`src/sv/roll_to_yaw_rate_deadband_law_unit_defines.svh`:
```
// Assertion macros for the roll to yaw rate deadband law unit.
// Included by the top level; no other dependencies.
`ifndef ROLL_TO_YAW_RATE_DEADBAND_LAW_UNIT_DEFINES_SVH
`define ROLL_TO_YAW_RATE_DEADBAND_LAW_UNIT_DEFINES_SVH
`ifndef SYNTHESIS
// same-cycle implication
`define RYR_ASSERT_IMPL(lbl, clk, rstn, ante, cons) \
    lbl: assert property (@(posedge clk) disable iff (!rstn) (ante) |-> (cons)) \
        else $error("assertion failed");
// next-cycle implication
`define RYR_ASSERT_NEXT(lbl, clk, rstn, ante, cons) \
    lbl: assert property (@(posedge clk) disable iff (!rstn) (ante) |=> (cons)) \
        else $error("assertion failed");
`else
`define RYR_ASSERT_IMPL(lbl, clk, rstn, ante, cons)
`define RYR_ASSERT_NEXT(lbl, clk, rstn, ante, cons)
`endif
`endif

```
`src/sv/ryr_pkg.sv`:
```
// Shared widths, constants, register codes and control types for the
// roll to yaw rate deadband law unit. No dependencies.
package ryr_pkg;

    // port field widths
    localparam int QW   = 16;
    localparam int HW   = 16;
    localparam int OW   = 16;
    localparam int MRW  = 14;
    localparam int GW   = 14;
    localparam int LW   = 15;
    localparam int IDXW = 2;
    localparam int CDW  = 15;

    // datapath widths
    localparam int PW    = 32;  // quaternion products
    localparam int NW    = 33;  // squared length
    localparam int XW    = 36;  // rotation CORDIC x/y
    localparam int AW    = 21;  // rotation angle, Q.16
    localparam int YRW   = 35;  // gain compensated y
    localparam int FRACW = 28;  // fraction bits of the ratio
    localparam int SW    = 30;  // ratio, signed, 2^28 = 1.0
    localparam int SQW   = 57;  // ratio squared
    localparam int RTW   = 29;  // square root
    localparam int REMW  = 31;  // square root remainder
    localparam int VW    = 32;  // vectoring CORDIC x/y
    localparam int ANGW  = 20;  // vectoring angle, Q.16
    localparam int STEPS = 16;

    localparam logic signed [ANGW-1:0] ATAN_TAB [STEPS] = '{
        20'sd51472, 20'sd30386, 20'sd16055, 20'sd8150, 20'sd4091, 20'sd2047,
        20'sd1024, 20'sd512, 20'sd256, 20'sd128, 20'sd64, 20'sd32, 20'sd16,
        20'sd8, 20'sd4, 20'sd2
    };

    localparam logic signed [AW-1:0] PI_Q16      = 21'sd205887;
    localparam logic signed [AW-1:0] HALF_PI_Q16 = 21'sd102944;
    localparam logic [15:0]          GAIN_COMP_Q16 = 16'd39797;

    // configuration register codes
    typedef enum logic [IDXW-1:0] {
        REG_MIN_ROLL     = 2'd0,
        REG_RATE_GAIN    = 2'd1,
        REG_MAX_YAW_RATE = 2'd2
    } cfg_reg_t;

    localparam logic [MRW-1:0] MIN_ROLL_RST     = 14'd143;
    localparam logic [GW-1:0]  RATE_GAIN_RST    = 14'd4096;
    localparam logic [LW-1:0]  MAX_YAW_RATE_RST = 15'd12868;

    // control that travels with each beat
    typedef struct packed {
        logic valid;
        logic zero;
    } pipe_ctl_t;

endpackage

```
`src/sv/ryr_div.sv`:
```
// Pipelined restoring divider: ratio y'/n in Q.28, one quotient bit per
// stage, saturated to plus or minus one. Depends on ryr_pkg.
module ryr_div (
    input  logic                             clk,
    input  logic                             rst_n,
    input  logic                             en,
    input  ryr_pkg::pipe_ctl_t               ctl_in,
    input  logic signed [ryr_pkg::YRW-1:0]   yr_in,
    input  logic [ryr_pkg::NW-1:0]           n_in,
    output ryr_pkg::pipe_ctl_t               ctl_out,
    output logic signed [ryr_pkg::SW-1:0]    s_out
);
    localparam int NW  = ryr_pkg::NW;
    localparam int YRW = ryr_pkg::YRW;
    localparam int FW  = ryr_pkg::FRACW;
    localparam int SW  = ryr_pkg::SW;

    // integer part and saturation check
    ryr_pkg::pipe_ctl_t d0_ctl_reg;
    logic               d0_neg_reg, d0_sat_reg, d0_qi_reg;
    logic [NW-1:0]      d0_r_reg, d0_n_reg;
    logic [YRW-1:0]     mag;
    logic               sat, qi;
    logic [NW-1:0]      r0;

    always_comb
    begin
        mag = yr_in[YRW-1] ? YRW'(-yr_in) : YRW'(yr_in);
        sat = mag >= {{(YRW-NW-1){1'b0}}, n_in, 1'b0};
        qi  = mag >= {{(YRW-NW){1'b0}}, n_in};
        r0  = qi ? NW'(mag - {{(YRW-NW){1'b0}}, n_in}) : NW'(mag);
    end

    always_ff @(posedge clk or negedge rst_n)
    begin
        if (!rst_n)
            d0_ctl_reg <= '0;
        else if (en)
            d0_ctl_reg <= ctl_in;
    end

    always_ff @(posedge clk)
    begin
        if (en)
        begin
            d0_neg_reg <= yr_in[YRW-1];
            d0_sat_reg <= sat;
            d0_qi_reg  <= qi;
            d0_r_reg   <= r0;
            d0_n_reg   <= n_in;
        end
    end

    // fraction bits, one per stage
    ryr_pkg::pipe_ctl_t ctl_reg [FW];
    logic [NW-1:0]      r_reg [FW];
    logic [NW-1:0]      n_reg [FW];
    logic [FW-1:0]      q_reg [FW];
    logic               neg_reg [FW];
    logic               sat_reg [FW];

    for (genvar i = 0; i < FW; i++) begin : g_bit
        ryr_pkg::pipe_ctl_t c_cur;
        logic [NW-1:0]      r_cur, n_cur, r_next;
        logic [FW-1:0]      q_cur;
        logic               neg_cur, sat_cur, b;
        logic [NW:0]        r2;

        if (i == 0) begin : g_first
            assign c_cur   = d0_ctl_reg;
            assign r_cur   = d0_r_reg;
            assign n_cur   = d0_n_reg;
            assign q_cur   = '0;
            assign neg_cur = d0_neg_reg;
            assign sat_cur = d0_sat_reg | d0_qi_reg;
        end else begin : g_rest
            assign c_cur   = ctl_reg[i-1];
            assign r_cur   = r_reg[i-1];
            assign n_cur   = n_reg[i-1];
            assign q_cur   = q_reg[i-1];
            assign neg_cur = neg_reg[i-1];
            assign sat_cur = sat_reg[i-1];
        end

        always_comb
        begin
            r2     = {r_cur, 1'b0};
            b      = r2 >= {1'b0, n_cur};
            r_next = b ? NW'(r2 - {1'b0, n_cur}) : NW'(r2);
        end

        always_ff @(posedge clk or negedge rst_n)
        begin
            if (!rst_n)
                ctl_reg[i] <= '0;
            else if (en)
                ctl_reg[i] <= c_cur;
        end

        always_ff @(posedge clk)
        begin
            if (en)
            begin
                r_reg[i]   <= r_next;
                n_reg[i]   <= n_cur;
                q_reg[i]   <= {q_cur[FW-2:0], b};
                neg_reg[i] <= neg_cur;
                sat_reg[i] <= sat_cur;
            end
        end
    end

    // saturate and apply sign
    ryr_pkg::pipe_ctl_t     out_ctl_reg;
    logic signed [SW-1:0]   s_reg, s_next;
    logic [SW-1:0]          s_mag;

    always_comb
    begin
        s_mag  = sat_reg[FW-1] ? (SW'(1) << FW) : {{(SW-FW){1'b0}}, q_reg[FW-1]};
        s_next = neg_reg[FW-1] ? -$signed(s_mag) : $signed(s_mag);
    end

    always_ff @(posedge clk or negedge rst_n)
    begin
        if (!rst_n)
            out_ctl_reg <= '0;
        else if (en)
            out_ctl_reg <= ctl_reg[FW-1];
    end

    always_ff @(posedge clk)
    begin
        if (en)
            s_reg <= s_next;
    end

    assign ctl_out = out_ctl_reg;
    assign s_out   = s_reg;
endmodule

```
`config.mk`:
```
export PLATFORM = sky130hd
export DESIGN_NAME = ryr_div
export DESIGN_NICKNAME = d
export VERILOG_FILES = /design/src/sv/roll_to_yaw_rate_deadband_law_unit_defines.svh /design/src/sv/ryr_pkg.sv /design/src/sv/ryr_div.sv
export SDC_FILE = /design/constraint.sdc
export NUM_CORES = 2
export LEC_CHECK = 0
export BUFFER_PORTS_ARGS = -buffer_cell sky130_fd_sc_hd__buf_4
export CAP_MARGIN = 10
export CORE_UTILIZATION = 58
export CTS_CLUSTER_DIAMETER = 80
export CTS_CLUSTER_SIZE = 16
export DETAILED_ROUTE_END_ITERATION = 7
export HOLD_SLACK_MARGIN = 0.03
export PLACE_DENSITY_LB_ADDON = 0.1
export SKIP_CTS_REPAIR_TIMING = 1
export SYNTH_ARGS = -nofsm -noshare
export SYNTH_HDL_FRONTEND = slang
export SYNTH_SLANG_ARGS = --single-unit
```
`constraint.sdc`:
```
create_clock -name clk -period 3.5 [get_ports clk]
set_input_delay 0.175 -clock clk [delete_from_list [all_inputs] [get_ports clk]]
set_output_delay 0.175 -clock clk [all_outputs]
set_load 0.01 [all_outputs]
```
== Yosys cells after proc, flatten, opt, wreduce, memory -nomap -nowiden ==
Memory sizes are Yosys's and may differ from the RTL's.
Cells that the tools add are included.

* Memory bits (writable): 2688
* Bits in registers: 159
* Input port bits: 73
* Memories: 5

* $lt $le $gt $ge: 30
* $add $sub $neg: 31
* Mux-type cells: 34
* Bitwise logic cells: 1

{| class="wikitable"
|+ Memory list
! name !! depth !! width !! rd ports !! clocked after Yosys merged registers in !! wr ports !! line !! text
|-
| n_reg || 28 || 33 || 27 || 0 || 28 || ryr_div.sv:57 || <nowiki>logic [NW-1:0] n_reg [FW];</nowiki>
|-
| r_reg || 28 || 33 || 27 || 0 || 28 || ryr_div.sv:56 || <nowiki>logic [NW-1:0] r_reg [FW];</nowiki>
|-
| q_reg || 28 || 28 || 28 || 0 || 28 || ryr_div.sv:58 || <nowiki>logic [FW-1:0] q_reg [FW];</nowiki>
|-
| neg_reg || 28 || 1 || 28 || 0 || 28 || ryr_div.sv:59 || <nowiki>logic neg_reg [FW];</nowiki>
|-
| sat_reg || 28 || 1 || 28 || 0 || 28 || ryr_div.sv:60 || <nowiki>logic sat_reg [FW];</nowiki>
|}

{| class="wikitable"
|+ Operators by type and width
! operator !! number
|-
| $mux 33 || 29
|-
| $sub 33x33->33 || 29
|-
| $ge 34x33->1 || 28
|-
| $ge 35x33->1 || 1
|-
| $ge 35x34->1 || 1
|-
| $mux 35 || 1
|-
| $neg 35->35 || 1
|-
| $mux 30 || 1
|-
| $neg 29->30 || 1
|-
| $mux 29 || 1
|-
| $mux 1 || 2
|-
| $or 1x1->1 || 1
|}

== Logic depth before layout (Yosys ltp) ==
* Depth in word-level cells: 4
* Depth in mapped cells: 23
* Mapped depth without buffers: 21

== Worst setup path before layout ==
OpenSTA, ideal clock, no wires.

* Path kind: in2reg
* Start: input yr_in[7] (netlist bit)
* End: register d0_r_reg[14], data pin
* Arrival: 4270 ps
* Cell stages on the path: 19
* Slack: -1032 ps
* Path buffers: 1
* Data required time: 3238 ps
* Path through: or4_1 -> or3_1 -> nand2b_1 -> nand2b_1 -> or4_1 -> o21ai_0 -> xnor2_1 -> ha_1 -> clkbuf_1 -> nand3_1 -> nor2_1 -> nand3_1 -> nor3_1 -> a21o_1 -> a221oi_1 -> o21ai_2 -> a31oi_4 -> inv_2 -> mux2_1

* Longest elaborated chain between the ends: 4
* Elaborated cells between the ends (all ways): 5
* Classes of those cells: add/sub (2); order compare (1); mux (2)

{| class="wikitable"
|+ RTL lines
! what !! line !! text
|-
| start: declaration || ryr_div.sv:8 || <nowiki>input logic signed [ryr_pkg::YRW-1:0] yr_in,</nowiki>
|-
| $neg 35->35 || ryr_div.sv:28 || <nowiki>mag = yr_in[YRW-1] ? YRW'(-yr_in) : YRW'(yr_in);</nowiki>
|-
| $mux 35 (*) || ryr_div.sv:28 ||
|-
| $sub 33x33->33 or $ge 35x33->1 (tied branches) || ryr_div.sv:31, ryr_div.sv:30 ||
|-
| $mux 33 (*) || ryr_div.sv:31 || <nowiki>r0 = qi ? NW'(mag - {{(YRW-NW){1'b0}}, n_in}) : NW'(mag);</nowiki>
|-
| net r0[14] || ryr_div.sv:24 || <nowiki>logic [NW-1:0] r0;</nowiki>
|-
| end signal: assignment || ryr_div.sv:49 || <nowiki>d0_r_reg <= r0;</nowiki>
|-
| end: declaration || ryr_div.sv:21 || <nowiki>logic [NW-1:0] d0_r_reg, d0_n_reg;</nowiki>
|}

Mark *: on every way through the listed nets, which the timed path passes. The rest lies on a longest branch.
A chain may end at the register's enable or synchronous reset.

==> qor.csv <==
metric,value,unit
critPathArrivalTime,4.61,ns
syn_nets,12700,
ys_ff_latch,2403,
endpoint_kind,flip-flop,
ys_seq_area_frac,0.538,
finalHoldViolations,0,
vias,98400,
p_sw,60900,µW
gp_congestion,0.951,
setup_tns,-72.26,ns
clk_latency,0.86,ns
area_delta_synth_final,24.3,%
antenna_left,0,
initial_utilization,0.585,
startpoint_type,flip-flop,
finalCritPeriodShare,1.16,
r2r_cells,16,
die_h,482,µm
grt_pass1_vias,93300,
seqPwrFrac,0.306,
layout_setup_ws,-0.544,ns
max_cap_viol_count,0,
htreeDepth,4,
rrSetupSlack,-0.54,ns
worst_pin_slew,0.815,ns
status,finished with violations,
power.share.switching,0.382,
top_usage_layer,met2,
fin_worst_skew,0.0577,ns
wl,363000,µm
hold_start,yr_in[23],
slew_headroom,0.457,
ys_warn_count,0,
drc_errors,0,
first_pass_iters,8,
synthDistinctLibCells,96,
drive_above_1_share,0.265,
coreArea,0.228,mm²
final_nets,14700,
power_frac_clock,0.128,
powerDensity,961,mW/mm²
worstHoldPathType,input pin to flip-flop,
drv_slew,0,
worstReg2RegEnd,r_reg[2][53],
fmax,247,MHz
final_common_cell,edfxtp_1,
cts_buffer_depth,3,
worst_r2r_startpoint,n_reg[1][2],
met3_usage,0.0334,
grt_pass1_wl,519000,µm
ios,105,
die_area,0.232,mm²
setup_viol,483,
violations,setup timing,
synth_area,0.134,mm²
antenna_found_initial,10,
via_per_inst,5.91,
num_rows,175,
grt.overflow.total,0,
synthesis.instances,11600,
numCtsBuffers,176,
use_met1,0.413,
root_buffer,clkbuf_16,
gr-usage-all-layers,0.285,
port_buffers,104,
rsz0062_at_grt,true,
wl_per_cell,21.8,µm
fin_crit,4.04,ns
cellLeakagePower,0.0701,µW
cts_tree,yes,
synth_edf_count,2343,
cts_sinks,2403,
p_int,98500,µW
hold_end,d0_r_reg[23],
worstPathRequired,4.07,ns
synthArstFlopShare,0.0250,
worstPathMaxFanout,7,
crit_path_start,n_reg[1][2],
whs_path_depth,6,
first_iter_violations,8933,
worstSetupPathType,flip-flop to flip-flop,
die_w,482,µm
grt.met2_usage,0.458,
grt_max_degree,153,
comb_power_share,0.566,
dp_hpwl,257000,µm
synthFlopType,edfxtp_1,
syn-mean-instance-area,11.5,µm²
post-route-util,0.727,
final_cell_mix,"edfxtp_1 (2343), buf_4 (1704), inv_1 (1135)",
ir_drop,0.000795,V
cts.clk_slew.worst_paths,0.08,ns
==> worst max-delay path: stages (launching register included) <==
cell       delay, ns
edfxtp_1        0.42
inv_2           0.09
ha_4            0.20
nor2b_4         0.12
o31a_1          0.28
o311a_4         0.41
o211ai_4        0.25
a21oi_4         0.11
o41ai_4         0.36
buf_4           0.17
nor2_2          0.04
or2_1           0.23
o21bai_4        0.20
a31oi_4         0.22
buf_12          0.17
clkbuf_16       0.19
mux2_4          0.30
==> layout make-up <==
type	instances	area, µm²
fill	15500	62200
tap	3009	3760
inverter	1179	4450
sequential	2403	71900
multi-input combinational	7755	62000
clock inverter	44	862
timing repair buffer	2050	18500
clock buffer	204	4530
antenna	2	5.00
==> metrics by stage <==
| stage | cell area [µm²] | hold WS, ns | power [µW] | setup WS [ns] | instances |
|---|---|---|---|---|---|
| 6_report | 166000 | 0.0453 | 159000 | -0.544 | 16600 |
| 5_1_grt | 166000 | 0.0331 | 168000 | -0.601 | 16600 |
| 4_1_cts | 155000 | -0.663 | 143000 | -0.837 | 16200 |
| 3_5_place_dp | 150000 | 0.275 | 122000 | -1.39 | 16000 |
| 3_3_place_gp | 150000 | 0.256 | 120000 | -1.42 | 16000 |
| 2_1_floorplan | 134000 | -0.121 | 95500 | -0.765 | 11600 |
==> cell families (layout without fill, tap and decap cells) <==
logic type,after synthesis,in the layout,share of synthesized area
fa+ha+maj,1019,1019,0.0971
buf+inv,1410,3477,0.0404
other cells,0,2,0
compound gates,3038,3038,0.143
xor+xnor,833,833,0.0546
simple gates,2365,2365,0.0847
mux,500,500,0.0420
flops,2403,2403,0.538
==> how the worst max path moves through the flow <==
stage / endpoint / slack (ns) / cells after the start
final: r_reg[2][53] / -0.54 / 16
after CTS: r_reg[9][57] / -0.84 / 15
after floorplan: d0_r_reg[14] / -0.76 / 17
after global routing: r_reg[2][53] / -0.60 / 16
after global placement: d0_r_reg[30] / -1.42 / 20
after detailed placement: d0_r_reg[30] / -1.39 / 20
==> power groups by stage <==
| stage | combinational [µW] | sequential, µW | clock [µW] |
|---|---|---|---|
| 3_5_place_dp | 73200 | 48800 | 0 |
| 6_report | 90300 | 48800 | 20300 |
| 4_1_cts | 74000 | 48300 | 20700 |
| 5_1_grt | 97200 | 49400 | 21600 |
| 3_3_place_gp | 71400 | 48700 | 0 |
| 2_1_floorplan | 49500 | 45900 | 0 |
==> synth_stat cells, types with 42 or more instances <==
cell / number / area (µm²)
nand4_1: 121 / 757
a21o_1: 429 / 3220
nor3_1: 118 / 591
ha_1: 991 / 12400
a21oi_1: 935 / 4680
clkbuf_1: 164 / 616
edfxtp_1: 2343 / 70400
o21ai_0: 733 / 3670
o21a_1: 162 / 1220
nor2b_1: 162 / 1010
xor2_1: 300 / 2630
o31ai_1: 88 / 661
nand2b_1: 150 / 938
nand3_1: 172 / 861
inv_1: 1178 / 4420
buf_2: 48 / 240
xnor2_1: 533 / 4670
mux2_2: 466 / 5250
a31oi_1: 91 / 569
o21bai_1: 117 / 878
and3_1: 89 / 557
a211oi_1: 64 / 480
and2_1: 42 / 263
nor4_1: 42 / 263
nand2_1: 701 / 2630
nor2_1: 614 / 2300
dfrtp_1: 60 / 1500
==> metal layers <==
layer | vias up | routed length (µm)
met5 | - | 35
met4 | 6 | 8820
met3 | 580 | 23800
met2 | 3265 | 168000
met1 | 48100 | 162000
li1 | 46400 | -
Note: power is estimated with default switching activity, not from simulation.
