### config.mk
export PLATFORM = sky130hd
export DESIGN_NAME = ryr_vec
export DESIGN_NICKNAME = d
export VERILOG_FILES = /design/src/sv/roll_to_yaw_rate_deadband_law_unit_defines.svh /design/src/sv/ryr_pkg.sv /design/src/sv/ryr_vec.sv
export SDC_FILE = /design/constraint.sdc
export NUM_CORES = 2
export LEC_CHECK = 0
export BUFFER_PORTS_ARGS = -buffer_cell sky130_fd_sc_hd__buf_2
export CORE_MARGIN = 2
export CORE_UTILIZATION = 45
export CTS_CLUSTER_SIZE = 8
export DETAILED_ROUTE_END_ITERATION = 8
export GPL_ROUTABILITY_DRIVEN = 1
export SLEW_MARGIN = 30
export SYNTH_ARGS = -nofsm -noshare
export SYNTH_HDL_FRONTEND = slang
export SYNTH_SLANG_ARGS = --single-unit
### constraint.sdc
create_clock -name clk -period 5.9 [get_ports clk]
set_input_delay 0.295 -clock clk [delete_from_list [all_inputs] [get_ports clk]]
set_output_delay 0.295 -clock clk [all_outputs]
set_load 0.05 [all_outputs]
### src/sv/roll_to_yaw_rate_deadband_law_unit_defines.svh
// Assertion macros for the roll to yaw rate deadband law unit.
// Included by the top level; no other dependencies.
`ifndef ROLL_TO_YAW_RATE_DEADBAND_LAW_UNIT_DEFINES_SVH
`define ROLL_TO_YAW_RATE_DEADBAND_LAW_UNIT_DEFINES_SVH
`ifndef SYNTHESIS
// same-cycle implication
`define RYR_ASSERT_IMPL(lbl, clk, rstn, ante, cons) \
    lbl: assert property (@(posedge clk) disable iff (!rstn) (ante) |-> (cons)) \
        else $error("assertion failed");
// next-cycle implication
`define RYR_ASSERT_NEXT(lbl, clk, rstn, ante, cons) \
    lbl: assert property (@(posedge clk) disable iff (!rstn) (ante) |=> (cons)) \
        else $error("assertion failed");
`else
`define RYR_ASSERT_IMPL(lbl, clk, rstn, ante, cons)
`define RYR_ASSERT_NEXT(lbl, clk, rstn, ante, cons)
`endif
`endif

### src/sv/ryr_pkg.sv
// Shared widths, constants, register codes and control types for the
// roll to yaw rate deadband law unit. No dependencies.
package ryr_pkg;

    // port field widths
    localparam int QW   = 16;
    localparam int HW   = 16;
    localparam int OW   = 16;
    localparam int MRW  = 14;
    localparam int GW   = 14;
    localparam int LW   = 15;
    localparam int IDXW = 2;
    localparam int CDW  = 15;

    // datapath widths
    localparam int PW    = 32;  // quaternion products
    localparam int NW    = 33;  // squared length
    localparam int XW    = 36;  // rotation CORDIC x/y
    localparam int AW    = 21;  // rotation angle, Q.16
    localparam int YRW   = 35;  // gain compensated y
    localparam int FRACW = 28;  // fraction bits of the ratio
    localparam int SW    = 30;  // ratio, signed, 2^28 = 1.0
    localparam int SQW   = 57;  // ratio squared
    localparam int RTW   = 29;  // square root
    localparam int REMW  = 31;  // square root remainder
    localparam int VW    = 32;  // vectoring CORDIC x/y
    localparam int ANGW  = 20;  // vectoring angle, Q.16
    localparam int STEPS = 16;

    localparam logic signed [ANGW-1:0] ATAN_TAB [STEPS] = '{
        20'sd51472, 20'sd30386, 20'sd16055, 20'sd8150, 20'sd4091, 20'sd2047,
        20'sd1024, 20'sd512, 20'sd256, 20'sd128, 20'sd64, 20'sd32, 20'sd16,
        20'sd8, 20'sd4, 20'sd2
    };

    localparam logic signed [AW-1:0] PI_Q16      = 21'sd205887;
    localparam logic signed [AW-1:0] HALF_PI_Q16 = 21'sd102944;
    localparam logic [15:0]          GAIN_COMP_Q16 = 16'd39797;

    // configuration register codes
    typedef enum logic [IDXW-1:0] {
        REG_MIN_ROLL     = 2'd0,
        REG_RATE_GAIN    = 2'd1,
        REG_MAX_YAW_RATE = 2'd2
    } cfg_reg_t;

    localparam logic [MRW-1:0] MIN_ROLL_RST     = 14'd143;
    localparam logic [GW-1:0]  RATE_GAIN_RST    = 14'd4096;
    localparam logic [LW-1:0]  MAX_YAW_RATE_RST = 15'd12868;

    // control that travels with each beat
    typedef struct packed {
        logic valid;
        logic zero;
    } pipe_ctl_t;

endpackage

### src/sv/ryr_vec.sv
// Pipelined vectoring CORDIC: angle of (c, s), one step per stage.
// Depends on ryr_pkg.
module ryr_vec (
    input  logic                              clk,
    input  logic                              rst_n,
    input  logic                              en,
    input  ryr_pkg::pipe_ctl_t                ctl_in,
    input  logic [ryr_pkg::RTW-1:0]           c_in,
    input  logic signed [ryr_pkg::SW-1:0]     s_in,
    output ryr_pkg::pipe_ctl_t                ctl_out,
    output logic signed [ryr_pkg::ANGW-1:0]   ang_out
);
    localparam int NS   = ryr_pkg::STEPS;
    localparam int VW   = ryr_pkg::VW;
    localparam int ANGW = ryr_pkg::ANGW;
    localparam int RTW  = ryr_pkg::RTW;

    ryr_pkg::pipe_ctl_t     ctl_reg [NS];
    logic signed [VW-1:0]   x_reg [NS];
    logic signed [VW-1:0]   y_reg [NS];
    logic signed [ANGW-1:0] ang_reg [NS];

    for (genvar i = 0; i < NS; i++) begin : g_step
        ryr_pkg::pipe_ctl_t     c_cur;
        logic signed [VW-1:0]   x_cur, y_cur, dx, dy, x_next, y_next;
        logic signed [ANGW-1:0] ang_cur, ang_next;

        if (i == 0) begin : g_first
            assign c_cur   = ctl_in;
            assign x_cur   = $signed({{(VW-RTW){1'b0}}, c_in});
            assign y_cur   = VW'(s_in);
            assign ang_cur = '0;
        end else begin : g_rest
            assign c_cur   = ctl_reg[i-1];
            assign x_cur   = x_reg[i-1];
            assign y_cur   = y_reg[i-1];
            assign ang_cur = ang_reg[i-1];
        end

        always_comb
        begin
            dx = y_cur >>> i;
            dy = x_cur >>> i;
            if (y_cur > 0)
            begin
                x_next   = x_cur + dx;
                y_next   = y_cur - dy;
                ang_next = ang_cur + ryr_pkg::ATAN_TAB[i];
            end
            else
            begin
                x_next   = x_cur - dx;
                y_next   = y_cur + dy;
                ang_next = ang_cur - ryr_pkg::ATAN_TAB[i];
            end
        end

        always_ff @(posedge clk or negedge rst_n)
        begin
            if (!rst_n)
                ctl_reg[i] <= '0;
            else if (en)
                ctl_reg[i] <= c_cur;
        end

        always_ff @(posedge clk)
        begin
            if (en)
            begin
                x_reg[i]   <= x_next;
                y_reg[i]   <= y_next;
                ang_reg[i] <= ang_next;
            end
        end
    end

    assign ctl_out = ctl_reg[NS-1];
    assign ang_out = ang_reg[NS-1];
endmodule

======== Word-level counts from Yosys, hierarchy flattened ========
Memory sizes are Yosys's and may differ from the RTL's.
Index checks and enable logic that the tools add are counted.
word-level totals
  input bits .............................. 64
  memories ................................ 3
  output and inout port bits .............. 22
  logic and storage cells ................. 194
  flip-flop bits (word level) ............. 32
  memory bits (writable) .................. 1,344
cells by class
  add/sub/neg operators ................... 93
  multiplexer cells ....................... 50
  magnitude comparators ................... 16
memories
  memory   words  width  rd ports  clocked after memory_dff  wr ports  RTL line       source
  x_reg    16     32     15        0                         16        ryr_vec.sv:19  logic signed [VW-1:0] x_reg [NS];
  y_reg    16     32     15        0                         16        ryr_vec.sv:20  logic signed [VW-1:0] y_reg [NS];
  ang_reg  16     20     16        0                         16        ryr_vec.sv:21  logic signed [ANGW-1:0] ang_reg [NS];
operators by type and width
  operator                                                                           count
  32-bit 2-to-1 mux                                                                  32
  32-bit by 1-bit greater-than comparator with 1-bit output (second input constant)  15
  20-bit 2-to-1 mux                                                                  16
  32-bit by 17-bit adder with 32-bit output                                          2
  32-bit by 18-bit adder with 32-bit output                                          2
  32-bit by 19-bit adder with 32-bit output                                          2
  32-bit by 20-bit adder with 32-bit output                                          2
  32-bit by 21-bit adder with 32-bit output                                          2
  32-bit by 22-bit adder with 32-bit output                                          2
  32-bit by 23-bit adder with 32-bit output                                          2
  32-bit by 24-bit adder with 32-bit output                                          2
  32-bit by 25-bit adder with 32-bit output                                          2
  32-bit by 26-bit adder with 32-bit output                                          2
  32-bit by 27-bit adder with 32-bit output                                          2
  32-bit by 28-bit adder with 32-bit output                                          2
  32-bit by 29-bit adder with 32-bit output                                          2
  32-bit by 30-bit adder with 32-bit output                                          2
  32-bit by 31-bit adder with 32-bit output                                          2
  32-bit by 17-bit subtractor with 32-bit output                                     2
  32-bit by 18-bit subtractor with 32-bit output                                     2
  32-bit by 19-bit subtractor with 32-bit output                                     2
  32-bit by 20-bit subtractor with 32-bit output                                     2
  32-bit by 21-bit subtractor with 32-bit output                                     2
  32-bit by 22-bit subtractor with 32-bit output                                     2
  41 further kinds                                                                   54

======== Depth between registers and ports, before layout ========
An unclocked memory read counts as a cell.
  depth after elaboration ................. 3
  gate-level depth with buffers ........... 26
  gate-level depth less buffers ........... 23

======== Least setup slack after synthesis ========
Ideal clock, no wire load.
  kind .................................... reg-to-reg
  start ................................... memory y_reg[10][18] (netlist: y_reg[1][82])
  end ..................................... memory y_reg[11][30] (netlist: y_reg[1][126]) (data pin)
  data arrival time ....................... 5.633 ns
  library setup time ...................... 0.262 ns
  slack ................................... 0.005 ns
  period minus slack after synthesis ...... 5.895 ns
  stages on the path, launching flop included .. 23
  buffers on the path ..................... 2
  data required time ...................... 5.638 ns
  cells stage by stage .................... edfxtp_1 -> or4_4 -> or4_4 -> nor4_4 -> and2b_4 -> nand4_4 -> nor2b_4 -> buf_6 -> clkinv_4 -> buf_2 -> nor2_1 -> xor2_1 -> ha_1 -> nor2b_1 -> o31a_1 -> or4_1 -> a311oi_2 -> o2bb2ai_1 -> o31ai_1 -> o41a_1 -> a211o_1 -> o31ai_1 -> xnor2_1
RTL lines
  what             RTL line
  start, declared  ryr_vec.sv:20

==> run_summary.xml <==
<?xml version="1.0" encoding="UTF-8"?>
<metrics>
  <group name="outcome">
    <metric name="status" unit="">finished clean</metric>
  </group>
  <group name="clock_tree">
    <metric name="cts_max_path_buffers" unit="">3</metric>
    <metric name="cts.htree.levels" unit="">4</metric>
    <metric name="numCtsBuffers" unit="">178</metric>
    <metric name="cts_num_sinks" unit="">1227</metric>
    <metric name="cts_root_buffer" unit="">sky130_fd_sc_hd__clkbuf_16</metric>
    <metric name="clk_latency" unit="ps">820</metric>
    <metric name="cts_tree" unit="">done</metric>
    <metric name="cts.reportedPaths.clkPinSlew" unit="ps">50</metric>
  </group>
  <group name="critical_path">
    <metric name="timing.critical_path.slowest_stage_cell" unit="">sky130_fd_sc_hd__or4_1</metric>
    <metric name="cp_max_fo" unit="">17</metric>
    <metric name="critical-path-max-stage-delay" unit="ps">590</metric>
    <metric name="timing.critical_path.from_type" unit="">flip-flop</metric>
    <metric name="cp_cell_instances" unit="">or4_1 -&gt; or2_2 -&gt; nor3_2 -&gt; and3_2 -&gt; and4_2 -&gt; nor2_4 -&gt; buf_4 -&gt; nand2_1 -&gt; xnor2_1 -&gt; ha_1 -&gt; and4_1 -&gt; and3_1 -&gt; and2_1 -&gt; nand3_1 -&gt; a21boi_1 -&gt; o2111ai_1 -&gt; a2111o_1 -&gt; a31oi_2 -&gt; o21ai_0 -&gt; xnor2_1</metric>
    <metric name="critPathRequiredTime" unit="ps">6450</metric>
    <metric name="worst_r2r_path_depth" unit="">20</metric>
    <metric name="critical_path_arrival" unit="ps">6260</metric>
    <metric name="worstSetupPathType" unit="">flip-flop to flip-flop</metric>
    <metric name="cpMostUsedCell" unit="">sky130_fd_sc_hd__xnor2_1</metric>
    <metric name="endpoint_type_of_the_worst_setup_path" unit="">flip-flop</metric>
  </group>
  <group name="grt">
    <metric name="largest_net_degree_at_the_start_of_global_routing" unit="">175</metric>
    <metric name="first_global_vias" unit="">82410</metric>
    <metric name="grt_overflow" unit="">0</metric>
    <metric name="number_of_antenna_violations_at_the_first_check_in_global_routing" unit="">8</metric>
    <metric name="wire_length_of_the_first_global_routing_pass" unit="µm">460900</metric>
    <metric name="grt.total_usage" unit="%">24.22</metric>
  </group>
  <group name="synth">
    <metric name="synthArstFlopShare" unit="%">2.608</metric>
    <metric name="cell_count_after_synthesis" unit="">11130</metric>
    <metric name="yosys.area_share.simple" unit="%">14.26</metric>
    <metric name="avgSynthCellArea" unit="µm²">9.437</metric>
    <metric name="synth_enable_flop_cells" unit="">1195</metric>
    <metric name="synth.yosys.warnings" unit="">0</metric>
    <metric name="yosys.area_share.xor_xnor" unit="%">12.84</metric>
    <metric name="synth_seq_cells" unit="">1227</metric>
    <metric name="synth_seq_area_share" unit="%">34.92</metric>
    <metric name="synth_top_family_by_area" unit="">compound AO/OA/AOI/OAI gates</metric>
    <metric name="synth.net_count" unit="">12400</metric>
    <metric name="synth-compound-area-share" unit="%">19.66</metric>
    <metric name="synth.cell_area" unit="µm²">105100</metric>
    <metric name="synth.area.mux_share" unit="%">0.7027</metric>
    <metric name="yosys_most_used_dff" unit="">sky130_fd_sc_hd__edfxtp_1</metric>
    <metric name="post_synth_fa_ha_maj_area_fraction" unit="%">14.63</metric>
    <metric name="synthDistinctLibCells" unit="">99</metric>
  </group>
  <group name="placement">
    <metric name="place.gp.congestion" unit="">0.9390</metric>
    <metric name="placed_standard_cell_area" unit="µm²">111400</metric>
    <metric name="buffer_ports.inserted" unit="">84</metric>
    <metric name="place.detailed.hpwl" unit="µm">234300</metric>
  </group>
  <group name="route">
    <metric name="dr.first_iter.drc_count" unit="">6922</metric>
    <metric name="first_pass_iters" unit="">6</metric>
    <metric name="vias" unit="">85760</metric>
    <metric name="route.detailed.wl_per_inst" unit="µm">20.12</metric>
    <metric name="postRouteWirelength" unit="µm">295800</metric>
    <metric name="drt.antenna.violating_nets" unit="">0</metric>
    <metric name="routed_vias_inst" unit="">5.832</metric>
    <metric name="detail_route.drc_violations" unit="">0</metric>
  </group>
  <group name="layout">
    <metric name="finalNetCount" unit="">12860</metric>
    <metric name="final_cell_area" unit="µm²">117600</metric>
    <metric name="number_of_inserted_filler_cells_in_the_final_layout" unit="">21220</metric>
    <metric name="area.growth.synth_to_final" unit="%">11.92</metric>
    <metric name="flip_flop_count_of_the_largest_register_after_layout" unit="">479</metric>
    <metric name="drive_gt1_share" unit="%">8.551</metric>
  </group>
  <group name="timing">
    <metric name="finalClockSkew" unit="ps">50.18</metric>
    <metric name="setup_viol" unit="">0</metric>
    <metric name="timing_max_transition_violations_final" unit="">0</metric>
    <metric name="timing.final.crit_share" unit="%">96.81</metric>
    <metric name="relSlewSlack" unit="%">31.49</metric>
    <metric name="timing.fmax" unit="MHz">175.1</metric>
    <metric name="final-hold-violation-count" unit="">0</metric>
    <metric name="tightest_slew" unit="ps">1028</metric>
    <metric name="post-route-min-period" unit="ps">5712</metric>
  </group>
  <group name="floorplan">
    <metric name="die_y" unit="µm">487.2</metric>
    <metric name="overall_die_area" unit="µm²">237300</metric>
    <metric name="num_io_pins" unit="">86</metric>
    <metric name="initial_core_utilization" unit="%">45.22</metric>
    <metric name="design.core.area" unit="µm²">232300</metric>
    <metric name="floorplan.rows" unit="">177</metric>
    <metric name="die_x" unit="µm">487.2</metric>
  </group>
  <group name="worst_hold_path">
    <metric name="hold_depth" unit="">3</metric>
    <metric name="holdCritPathClass" unit="">input port to flip-flop</metric>
  </group>
  <group name="flow_run">
    <metric name="drv.max_cap_violation_count" unit="">0</metric>
  </group>
</metrics>
synthesized netlist by cell type, types with 32 or more instances:
cell type                  instances  area, µm²
sky130_fd_sc_hd__and3_1           96      600.6
sky130_fd_sc_hd__xnor2_1        1096       9599
sky130_fd_sc_hd__nor3_1          288       1441
sky130_fd_sc_hd__o211ai_1         68      510.5
sky130_fd_sc_hd__dfrtp_1          32      800.8
sky130_fd_sc_hd__mux2_2           46      518.0
sky130_fd_sc_hd__nand3b_1         35      262.8
sky130_fd_sc_hd__nor2_1          929       3487
sky130_fd_sc_hd__a21o_1          363       2725
sky130_fd_sc_hd__nand4_1          76      475.5
sky130_fd_sc_hd__o21bai_1        132      991.0
sky130_fd_sc_hd__edfxtp_1       1195      35880
sky130_fd_sc_hd__xor2_1          442       3871
sky130_fd_sc_hd__ha_1           1158      14490
sky130_fd_sc_hd__nor4_1          105      656.9
sky130_fd_sc_hd__nor2b_1         173       1082
sky130_fd_sc_hd__a211oi_1         99      743.2
sky130_fd_sc_hd__inv_1           563       2113
sky130_fd_sc_hd__a21oi_1         934       4674
sky130_fd_sc_hd__o41ai_1          73      639.4
sky130_fd_sc_hd__and2_1           71      444.2
sky130_fd_sc_hd__or4_1            55      412.9
sky130_fd_sc_hd__o31ai_1         180       1351
sky130_fd_sc_hd__a211o_1          32      280.3
sky130_fd_sc_hd__a31oi_1         112      700.7
sky130_fd_sc_hd__or3_1           133      832.1
sky130_fd_sc_hd__o21a_1          164       1231
sky130_fd_sc_hd__o21ai_0         711       3558
sky130_fd_sc_hd__nand2b_1        152      950.9
sky130_fd_sc_hd__clkbuf_1        162      608.1
sky130_fd_sc_hd__a21boi_0         54      405.4
sky130_fd_sc_hd__fa_1             44      880.8
sky130_fd_sc_hd__nand2_1         662       2485
sky130_fd_sc_hd__nand3_1         160      800.8
sky130_fd_sc_hd__or2_2            41      256.5
cell type report:
type | count | area, µm² | area share [%]
multi-input combinational | 9107 | 66100 | 56.21
sequential | 1227 | 36690 | 31.20
clock buffer | 218 | 4657 | 3.961
tap | 3043 | 3807 | 3.238
timing repair buffer | 503 | 3750 | 3.189
inverter | 575 | 2168 | 1.844
clock inverter | 29 | 411.6 | 0.3501
antenna | 2 | 5.005 | 0.004256
final timing paths:
path	start	endpoint	slack, ps
worst max-delay path	y_reg[0][174]$_DFFE_PP_	y_reg[0][223]$_DFFE_PP_	190
worst min-delay path	c_in[1]	y_reg[0][1]$_DFFE_PP_	60
worst max register to register	y_reg[0][174]$_DFFE_PP_	y_reg[0][223]$_DFFE_PP_	190
worst min register to register	ang_reg[0][103]$_DFFE_PP_	ang_reg[0][123]$_DFFE_PP_	410
max in group asynchronous	rst_n	ctl_reg[4]$_DFFE_PN0P_	5360
min in group asynchronous	rst_n	ctl_reg[30]$_DFFE_PN0P_	80
what timing repair did:
item / in CTS / in global routing
hold buffers: 6 / 0
endpoints found under the hold margin: 38 / 0
gates resized for setup: 19 / 166
cloned: 0 / 1
pin swaps: 4 / 45
endpoints found under the setup margin: 30 / 160
setup buffers: 2 / 31
through the flow:
| stage | hold slack [ps] | TNS [ps] | utilization (%) | instances | worst slack (ps) |
|---|---|---|---|---|---|
| after floorplan | -0.5911 | 0 | - | 11130 | 5.362 |
| after CTS | 0.9602 | 0 | 50.18 | 14670 | 6.813 |
| after detailed placement | 383.3 | -4152 | 47.94 | 14420 | -487.1 |
| final | 64.60 | 0 | 50.61 | 14700 | 188.4 |
| after global placement | 364.2 | -3904 | 47.94 | 14420 | -461.5 |
| after global routing | 29.57 | -206.0 | 50.61 | 14700 | -51.85 |
cell families (layout without fill, tap and decap cells):
group	after synthesis	count (layout)
AND/OR/NAND/NOR	3059	3059
multiplexers	68	68
other	1	3
AO/OA/AOI/OAI	3237	3238
XOR/XNOR	1539	1539
adder cells (fa/ha/maj)	1202	1202
buffers and inverters	800	1325
flip-flops	1227	1227
critical path, delay by kind of cell (launching register included):
family | cells | cell delay (ps)
xor gates and xnor gates | 2 | 290
DFF | 1 | 490
adders and majority gates | 1 | 340
buffers and inverters | 1 | 230
AOI/OAI and AO/OA | 5 | 1420
and+or+nand+nor | 11 | 2700
per-layer routing:
| metal | track usage [%] | part of all wire (%) | vias up |
|---|---|---|---|
| met1 | 33.73 | 46 | 41370 |
| met4 | 5.401 | 2.0 | 2 |
| met5 | 0 | 0.0030 | - |
| li1 | - | - | 42010 |
| met2 | 40.31 | 47 | 2048 |
| met3 | 2.717 | 5.2 | 339 |
placed cells by master (no fill, tap or decap), drive strengths merged, types with 58 or more instances in the layout:
cell type / count
a211oi: 99
a21o: 363
a21oi: 935
a31oi: 113
and2: 71
and3: 96
buf: 497
clkbuf: 218
edfxtp: 1195
ha: 1158
inv: 571
nand2: 662
nand2b: 152
nand3: 160
nand4: 78
nor2: 933
nor2b: 174
nor3: 289
nor4: 112
o211ai: 68
o21a: 164
o21ai: 727
o21bai: 132
o31ai: 180
o41ai: 73
or3: 134
or4: 58
xnor2: 1097
xor2: 442
Power is not shown: default switching activity piles up to over one toggle a cycle in this logic, so the estimate is an artifact.
